==> config.mk <==
export PLATFORM = sky130hd
export DESIGN_NAME = sensor_link_supervisor
export DESIGN_NICKNAME = d
export VERILOG_FILES = /design/src/hw/rtl/sls_pkg.sv /design/src/hw/rtl/sensor_link_supervisor.sv
export SDC_FILE = /design/constraint.sdc
export NUM_CORES = 1
export LEC_CHECK = 0
export ABC_AREA = 1
export BUFFER_PORTS_ARGS = -buffer_cell sky130_fd_sc_hd__buf_2
export CAP_MARGIN = 30
export CORE_ASPECT_RATIO = 2
export CORE_MARGIN = 2
export CORE_UTILIZATION = 35
export CTS_BUF_LIST = sky130_fd_sc_hd__clkbuf_4
export CTS_CLUSTER_SIZE = 12
export DETAILED_ROUTE_END_ITERATION = 8
export PLACE_DENSITY = 0.57
export SETUP_SLACK_MARGIN = 0.5
export SLEW_MARGIN = 20
export SYNTH_ARGS = -nofsm -noshare
export SYNTH_HDL_FRONTEND = slang
export SYNTH_SLANG_ARGS = --single-unit
==> constraint.sdc <==
create_clock -name clk_i -period 4.23 [get_ports clk_i]
set_clock_uncertainty 0.2 [all_clocks]
set_input_delay 0.423 -clock clk_i [delete_from_list [all_inputs] [get_ports clk_i]]
set_output_delay 0.423 -clock clk_i [all_outputs]
set_load 0.02 [all_outputs]
==> src/hw/rtl/sls_pkg.sv <==
`default_nettype none

package sls_pkg;

  // Channel count and the width of every per-channel mask.
  localparam int unsigned NumChannels = 3;
  localparam int unsigned MaskW       = 3;
  localparam int unsigned ChanW       = 2;
  localparam int unsigned TimeW       = 32;
  localparam int unsigned IntervalW   = 16;
  localparam int unsigned SampleIdW   = 3;

  // Channels that exist, as a mask.
  localparam logic [MaskW-1:0] ChMask = MaskW'((1 << NumChannels) - 1);

  // Interval after reset.
  localparam logic [IntervalW-1:0] IntervalReset = IntervalW'(100);

  // Event codes carried by the operation field.
  typedef enum logic [1:0] {
    OP_TICK = 2'd0,
    OP_DATA = 2'd1,
    OP_POLL = 2'd2
  } op_e;

  // Configuration register indexes.
  typedef enum logic [1:0] {
    REG_ACCEL_EN = 2'd0,
    REG_GYRO_EN  = 2'd1,
    REG_INTERVAL = 2'd2
  } reg_e;

  // One input beat as held in the input register.
  typedef struct packed {
    logic [1:0]       operation;
    logic [TimeW-1:0] time_ms;
    logic [MaskW-1:0] comm_ok_mask;
    logic [ChanW-1:0] irq_channel;
    logic             irq_is_gyro;
  } item_t;

  // One result beat as held in the output register.
  typedef struct packed {
    logic                 change_found;
    logic [ChanW-1:0]     change_channel;
    logic                 change_connected;
    logic [MaskW-1:0]     connected_mask;
    logic [MaskW-1:0]     configure_mask;
    logic                 sample_accepted;
    logic [SampleIdW-1:0] sample_id;
  } result_t;

endpackage

`default_nettype wire

==> src/hw/rtl/sensor_link_supervisor.sv <==
// Throughput: one event per cycle while out_ready_i does not stall the result
// register; the input register and the result register form a two-stage
// pipeline, and the supervision state updates as an event leaves the input
// register. Configuration writes are never stalled.
// Reset clears all connection, data-received and change bits, the last check
// time and both enable masks, and sets the update interval to 100 ms.
`default_nettype none

module sensor_link_supervisor import sls_pkg::*; (
  input  wire logic                 clk_i,
  input  wire logic                 rst_ni,
  // Configuration write channel
  input  wire logic                 cfg_valid_i,
  output logic                      cfg_ready_o,
  input  wire logic [1:0]           cfg_index_i,
  input  wire logic [IntervalW-1:0] cfg_data_i,
  // Event input channel
  input  wire logic                 in_valid_i,
  output logic                      in_ready_o,
  input  wire logic [1:0]           operation_i,
  input  wire logic [TimeW-1:0]     time_ms_i,
  input  wire logic [MaskW-1:0]     comm_ok_mask_i,
  input  wire logic [ChanW-1:0]     irq_channel_i,
  input  wire logic                 irq_is_gyro_i,
  // Result channel
  output logic                      out_valid_o,
  input  wire logic                 out_ready_i,
  output logic                      change_found_o,
  output logic [ChanW-1:0]          change_channel_o,
  output logic                      change_connected_o,
  output logic [MaskW-1:0]          connected_mask_o,
  output logic [MaskW-1:0]          configure_mask_o,
  output logic                      sample_accepted_o,
  output logic [SampleIdW-1:0]      sample_id_o
);

  // Configuration registers
  logic [MaskW-1:0]     accel_en_q;
  logic [MaskW-1:0]     gyro_en_q;
  logic [IntervalW-1:0] interval_q;

  // Supervision state
  logic [MaskW-1:0] connected_q, connected_d;
  logic [MaskW-1:0] received_q, received_d;
  logic [MaskW-1:0] changed_q, changed_d;
  logic [TimeW-1:0] last_check_q, last_check_d;

  // Pipeline registers
  logic    in_valid_q;
  item_t   item_q;
  logic    out_valid_q;
  result_t res_q, res_d;

  logic out_free;
  logic advance;

  // The result register can load when empty or when its beat leaves now.
  assign out_free   = !out_valid_q || out_ready_i;
  assign advance    = in_valid_q && out_free;
  assign in_ready_o = !in_valid_q || out_free;
  assign cfg_ready_o = 1'b1;

  // Configuration writes; indexes beyond the list are ignored.
  always_ff @(posedge clk_i or negedge rst_ni) begin
    if (!rst_ni) begin
      accel_en_q <= '0;
      gyro_en_q  <= '0;
      interval_q <= IntervalReset;
    end else if (cfg_valid_i) begin
      case (reg_e'(cfg_index_i))
        REG_ACCEL_EN: accel_en_q <= cfg_data_i[MaskW-1:0];
        REG_GYRO_EN:  gyro_en_q  <= cfg_data_i[MaskW-1:0];
        REG_INTERVAL: interval_q <= cfg_data_i;
        default: ;
      endcase
    end
  end

  // Input register: valid bit.
  always_ff @(posedge clk_i or negedge rst_ni) begin
    if (!rst_ni) begin
      in_valid_q <= 1'b0;
    end else if (in_ready_o) begin
      in_valid_q <= in_valid_i;
    end
  end

  // Input register: payload.
  always_ff @(posedge clk_i) begin
    if (in_valid_i && in_ready_o) begin
      item_q.operation    <= operation_i;
      item_q.time_ms      <= time_ms_i;
      item_q.comm_ok_mask <= comm_ok_mask_i;
      item_q.irq_channel  <= irq_channel_i;
      item_q.irq_is_gyro  <= irq_is_gyro_i;
    end
  end

  // Event evaluation: next state and the result beat.
  always_comb begin
    logic [TimeW-1:0] elapsed;
    logic [MaskW-1:0] measuring;
    logic [MaskW-1:0] comm_ok;
    logic [MaskW-1:0] ch_dec;
    logic [MaskW-1:0] kind_en;
    logic             found;

    connected_d  = connected_q;
    received_d   = received_q;
    changed_d    = changed_q;
    last_check_d = last_check_q;
    res_d        = '0;

    elapsed   = item_q.time_ms - last_check_q;
    measuring = (accel_en_q | gyro_en_q) & ChMask;
    comm_ok   = item_q.comm_ok_mask & ChMask;
    ch_dec    = ChMask & (MaskW'(1) << item_q.irq_channel);
    kind_en   = item_q.irq_is_gyro ? gyro_en_q : accel_en_q;
    found     = 1'b0;

    case (op_e'(item_q.operation))
      OP_TICK: begin
        // Supervision check once the interval has been exceeded.
        if (elapsed > TimeW'(interval_q)) begin
          for (int i = 0; i < NumChannels; i++) begin
            if (!connected_q[i]) begin
              if (comm_ok[i]) begin
                connected_d[i]          = 1'b1;
                changed_d[i]            = 1'b1;
                res_d.configure_mask[i] = 1'b1;
              end
            end else if (!measuring[i]) begin
              if (!comm_ok[i]) begin
                connected_d[i] = 1'b0;
                changed_d[i]   = 1'b1;
              end
            end else if (received_q[i]) begin
              received_d[i] = 1'b0;
            end else begin
              connected_d[i] = 1'b0;
              changed_d[i]   = 1'b1;
            end
          end
          last_check_d = item_q.time_ms;
        end
      end
      OP_DATA: begin
        // Data arrival counts only for an enabled measurement kind.
        res_d.sample_id = {item_q.irq_channel, item_q.irq_is_gyro};
        if ((kind_en & ch_dec) != '0) begin
          received_d            = received_q | ch_dec;
          res_d.sample_accepted = 1'b1;
        end
      end
      OP_POLL: begin
        // Report and clear the lowest pending change.
        for (int i = 0; i < NumChannels; i++) begin
          if (!found && changed_q[i]) begin
            found                  = 1'b1;
            changed_d[i]           = 1'b0;
            res_d.change_found     = 1'b1;
            res_d.change_channel   = ChanW'(i);
            res_d.change_connected = connected_q[i];
          end
        end
      end
      default: ;
    endcase

    res_d.connected_mask = connected_d;
  end

  // Supervision state update as an event is evaluated.
  always_ff @(posedge clk_i or negedge rst_ni) begin
    if (!rst_ni) begin
      connected_q  <= '0;
      received_q   <= '0;
      changed_q    <= '0;
      last_check_q <= '0;
    end else if (advance) begin
      connected_q  <= connected_d;
      received_q   <= received_d;
      changed_q    <= changed_d;
      last_check_q <= last_check_d;
    end
  end

  // Result register: valid bit.
  always_ff @(posedge clk_i or negedge rst_ni) begin
    if (!rst_ni) begin
      out_valid_q <= 1'b0;
    end else if (out_free) begin
      out_valid_q <= in_valid_q;
    end
  end

  // Result register: payload.
  always_ff @(posedge clk_i) begin
    if (advance) begin
      res_q <= res_d;
    end
  end

  assign out_valid_o        = out_valid_q;
  assign change_found_o     = res_q.change_found;
  assign change_channel_o   = res_q.change_channel;
  assign change_connected_o = res_q.change_connected;
  assign connected_mask_o   = res_q.connected_mask;
  assign configure_mask_o   = res_q.configure_mask;
  assign sample_accepted_o  = res_q.sample_accepted;
  assign sample_id_o        = res_q.sample_id;

  // A channel flagged for configuration must be connected in the same beat.
  assert property (@(posedge clk_i) disable iff (!rst_ni)
    out_valid_o |-> ((configure_mask_o & ~connected_mask_o) == '0))
    else $error("configure flag on a channel that is not connected");

  // A beat reports at most one kind of event.
  assert property (@(posedge clk_i) disable iff (!rst_ni)
    out_valid_o |-> $countones({change_found_o, sample_accepted_o,
                                (configure_mask_o != '0)}) <= 1)
    else $error("result beat mixes event kinds");

  // Supervision state only moves when an event is evaluated.
  assert property (@(posedge clk_i) disable iff (!rst_ni)
    !advance |=> ($stable(connected_q) && $stable(changed_q) && $stable(received_q)))
    else $error("supervision state changed without an event");

  // A reported change was pending and is cleared by the poll.
  assert property (@(posedge clk_i) disable iff (!rst_ni)
    (advance && res_d.change_found) |=>
      !changed_q[$past(res_d.change_channel)])
    else $error("polled change bit not cleared");

  // Bits of channels that do not exist never become set.
  assert property (@(posedge clk_i) disable iff (!rst_ni)
    ((connected_q | received_q | changed_q) & ~ChMask) == '0)
    else $error("state bit set for a missing channel");

endmodule

`default_nettype wire

==> metrics.csv <==
metric;value;unit
status;finished, final reports clean;
dpl hpwl;15300;um
VDD IR-drop max;334;uV
first-pass GRT wire length;32000;um
Starting Density;0.358;
Tmin final;3750;ps
met2 usage;0.355;
DRC errors left;0;
Max Fanout on Critical Path;6;
core footprint;0.0210;sq mm
max_slew headroom;0.483;
largest net degree at the start of global routing;44;
Skew-Pair Late Insertion Delay;590;ps
biggest area consumer among synthesized cells;edfxtp_1;
reg2reg end;last_check_q[0]$_DFFE_PN0P_;
main combinational cell family by area after synthesis;simple AND/OR/NAND/NOR gates;
Leak Pwr;5.02;nW
Synth Instances;1025;
count of final hold-check violations;0;
vias per cell;4.66;
Setup Crit Path Kind;reg2reg;
All-Layer GR Usage;0.185;
Critical Path AT;4030;ps
grt met3 use;0.0357;
CTS tree;done;
CTS clk-pin slew, worst paths;100;ps
Hold EP;gyro_en_q[1]$_DFFE_PN0P_;
r2r startpoint;item_q[10]$_DFFE_PP_;
Die Ht;211;um
RSZ-0062 raised after global routing;true;
post-synth top area share;0.216;
CP Launch Type;flip-flop;
M1 GR Usage;0.179;
TritonCTS Buffers;17;
Die Wd;108;um
EDFF count, synth;54;
placed instance area;0.00822;sq mm
Simple-Gate Fraction of Synth Area;0.275;
antenna violations before repair;1;
die area;0.0228;sq mm
mux cell area share after synthesis;0;
#FFs+latches synth;119;
# nets final;1314;
Hold WC Path Type;in2reg;
WL per Instance;14.1;um
post-route ant nets;0;
Min-Delay Path Depth;3;
GR peak layer;met2;
vias in the first global route;6810;
via count;6925;
CP required;4510;ps
Mapped Nets;1136;
total power;5.08;mW
htree depth;4;
syn_area_per_cell;7.34;sq um
Top FF cell, synth;dfrtp_1;
layout cells sized above 1;0.193;
final setup TNS;0;ps
complex-gate fraction of the synthesized area;0.0808;
largest cells by area after synthesis;edfxtp_1, dfrtp_1, nand2_1, inv_1, ha_1;
CTS Root Cell;clkbuf_4;
final period utilization;0.886;
Hold Path Origin;cfg_valid_i;
Reg2Reg Setup Slack;480;ps
adder-cell share of the synthesized area;0.0808;
# setup viols final;0;
area share of xor/xnor cells in the synthesized design;0.0175;
Seq/Total Area, Yosys;0.432;
Initial DRT Pass Iterations;4;
Initial DRC Count;271;
Max-Cap Viols;0;
Ports;80;
Finished Cell Area;0.00982;sq mm
GRT overflow;0;
CP cell instances;ha_4 -> nand2_1 -> nor2_1 -> nand2_1 -> nand2_2 -> nand2_1 -> nand2_2 -> xor2_1 -> ha_1 -> a21oi_2 -> o21ai_1 -> a21oi_1 -> nand2_1 -> nand2_2 -> nand3_2 -> nor2_1 -> nand2_1 -> nor2_2 -> nand2_2 -> nand2_4 -> nor2_4 -> buf_6 -> clkbuf_16 -> o21a_1;
CP endpoint kind;flip-flop;
synthesized area;0.00752;sq mm
row count;75;
Power Density;518;mW/mm^2
max frequency;267;MHz
Layout area overhead;30.5;%
fill cell count;2148;
Most common cell on crit path;nand2_1;
clock sink count;119;
Final Max Tran Viols;0;
Synth cell types;41;
CP delay by family, top;simple AND/OR/NAND/NOR gates;
Final Wtd Congestion;0.883;
Post-synth ARST share;0.546;
Buffers on Ports;78;
Buffers & Inverters on Critical Path;2;
Worst Tran Pin Value;772;ps
reg2reg path depth;24;
final wirelength;20900;um
critical path's largest stage delay;450;ps
yosys warns;0;
Crit-path slowest cell;edfxtp_1;
clock buffer depth;2;
power breakdown:
group	switching (mW)	internal, mW	total [mW]
registers	0.106	1.45	1.56
clock network	0.421	0.408	0.829
logic	1.64	1.05	2.69
total	2.17	2.91	5.08
metal layers:
| layer | share of wire | wire length, um |
|---|---|---|
| met5 | 0 | 0 |
| met4 | 0.048 | 1000 |
| met3 | 0.028 | 578 |
| met2 | 0.56 | 11800 |
| met1 | 0.36 | 7600 |
tightest hold or removal path, stage by stage:
cell	delay (ps)
buf_2	110
nand3_1	190
o21ai_0	100
cell usage after synthesis, types with 6 or more instances:
| master | n |
|---|---|
| nand2_1 | 345 |
| inv_1 | 196 |
| nor2_1 | 87 |
| dfrtp_1 | 62 |
| edfxtp_1 | 54 |
| ha_1 | 47 |
| a21oi_1 | 44 |
| nand3_1 | 40 |
| o21ai_0 | 37 |
| o21ai_1 | 20 |
| xor2_1 | 13 |
| nand4_1 | 10 |
| nor3_1 | 10 |
| nor2_2 | 8 |
| inv_2 | 6 |
timing repair:
item | 4_1_cts | 5_1_grt
buffers inserted | 3 | 18
hold buffers | 61 | 0
hold endpoints to repair | 94 | 0
setup endpoints to repair | 47 | 47
pin swaps | 1 | 22
gates resized for setup | 26 | 73
gates cloned | 0 | 7
sequential cells by signal, indices dropped and copies added (netlist names):
| name | flops |
|---|---|
| changed_q | 3 |
| last_check_q | 32 |
| received_q | 3 |
| connected_q | 3 |
| out_valid_o | 1 |
| accel_en_q | 3 |
| change_found_o | 1 |
| configure_mask_o | 3 |
| sample_accepted_o | 1 |
| item_q | 40 |
| connected_mask_o | 3 |
| change_channel_o | 2 |
| interval_q | 16 |
| sample_id_o | 3 |
| gyro_en_q | 3 |
| change_connected_o | 1 |
| in_valid_q | 1 |
logic make-up (layout without fill, tap and decap cells):
group                      count (synthesis)  count (layout)
DFF                                      119             119
xor gates and xnor gates                  15              15
and+or+nand+nor                          511             511
adders and majority gates                 48              48
buffers and inverters                    217             408
AOI/OAI and AO/OA                        114             114
other                                      1               2
area by class of cell:
cell class | instances | area [sq um] | area share
inverters | 204 | 766 | 0.0780
multi-input cells | 689 | 3810 | 0.388
flip-flops and latches | 119 | 3250 | 0.331
diodes | 1 | 2.50 | 0.000255
clock buffers | 19 | 143 | 0.0145
repair buffers | 172 | 1370 | 0.140
well taps | 269 | 337 | 0.0343
clock inverters | 13 | 136 | 0.0139
how the worst max path moves through the flow:
stage / start / cells after the start / endpoint
final: item_q[10]$_DFFE_PP_ / 24 / last_check_q[0]$_DFFE_PN0P_
after global routing: item_q[10]$_DFFE_PP_ / 24 / last_check_q[0]$_DFFE_PN0P_
after CTS: last_check_q[0]$_DFFE_PN0P_ / 24 / connected_q[2]$_DFFE_PN0P_
after detailed placement: item_q[6]$_DFFE_PP_ / 25 / connected_q[2]$_DFFE_PN0P_
after global placement: last_check_q[0]$_DFFE_PN0P_ / 24 / connected_q[2]$_DFFE_PN0P_
after floorplan: last_check_q[0]$_DFFE_PN0P_ / 23 / connected_mask_o[2]$_DFFE_PP_
cell usage in the layout, fill, tap and decap left out, types with 12 or more instances in the layout:
cell type,instances
a21oi_1,39
buf_2,78
buf_4,20
clkbuf_4,19
dfrtp_1,62
dlygate4sd3_1,61
edfxtp_1,54
ha_1,33
ha_4,13
inv_1,189
inv_2,12
nand2_1,320
nand2_2,24
nand3_1,33
nor2_1,83
o21ai_0,30
o21ai_1,22
through the flow:
step	std cells	hold slack [ps]	setup slack, ps	util
after global placement	1363	272	214	0.390
after floorplan	1025	-72.6	839	-
after global routing	1486	83.2	192	0.467
after detailed placement	1364	275	230	0.391
after CTS	1460	41.2	497	0.443
final	1486	74.3	482	0.467
Note: power is estimated with default switching activity, not from simulation.
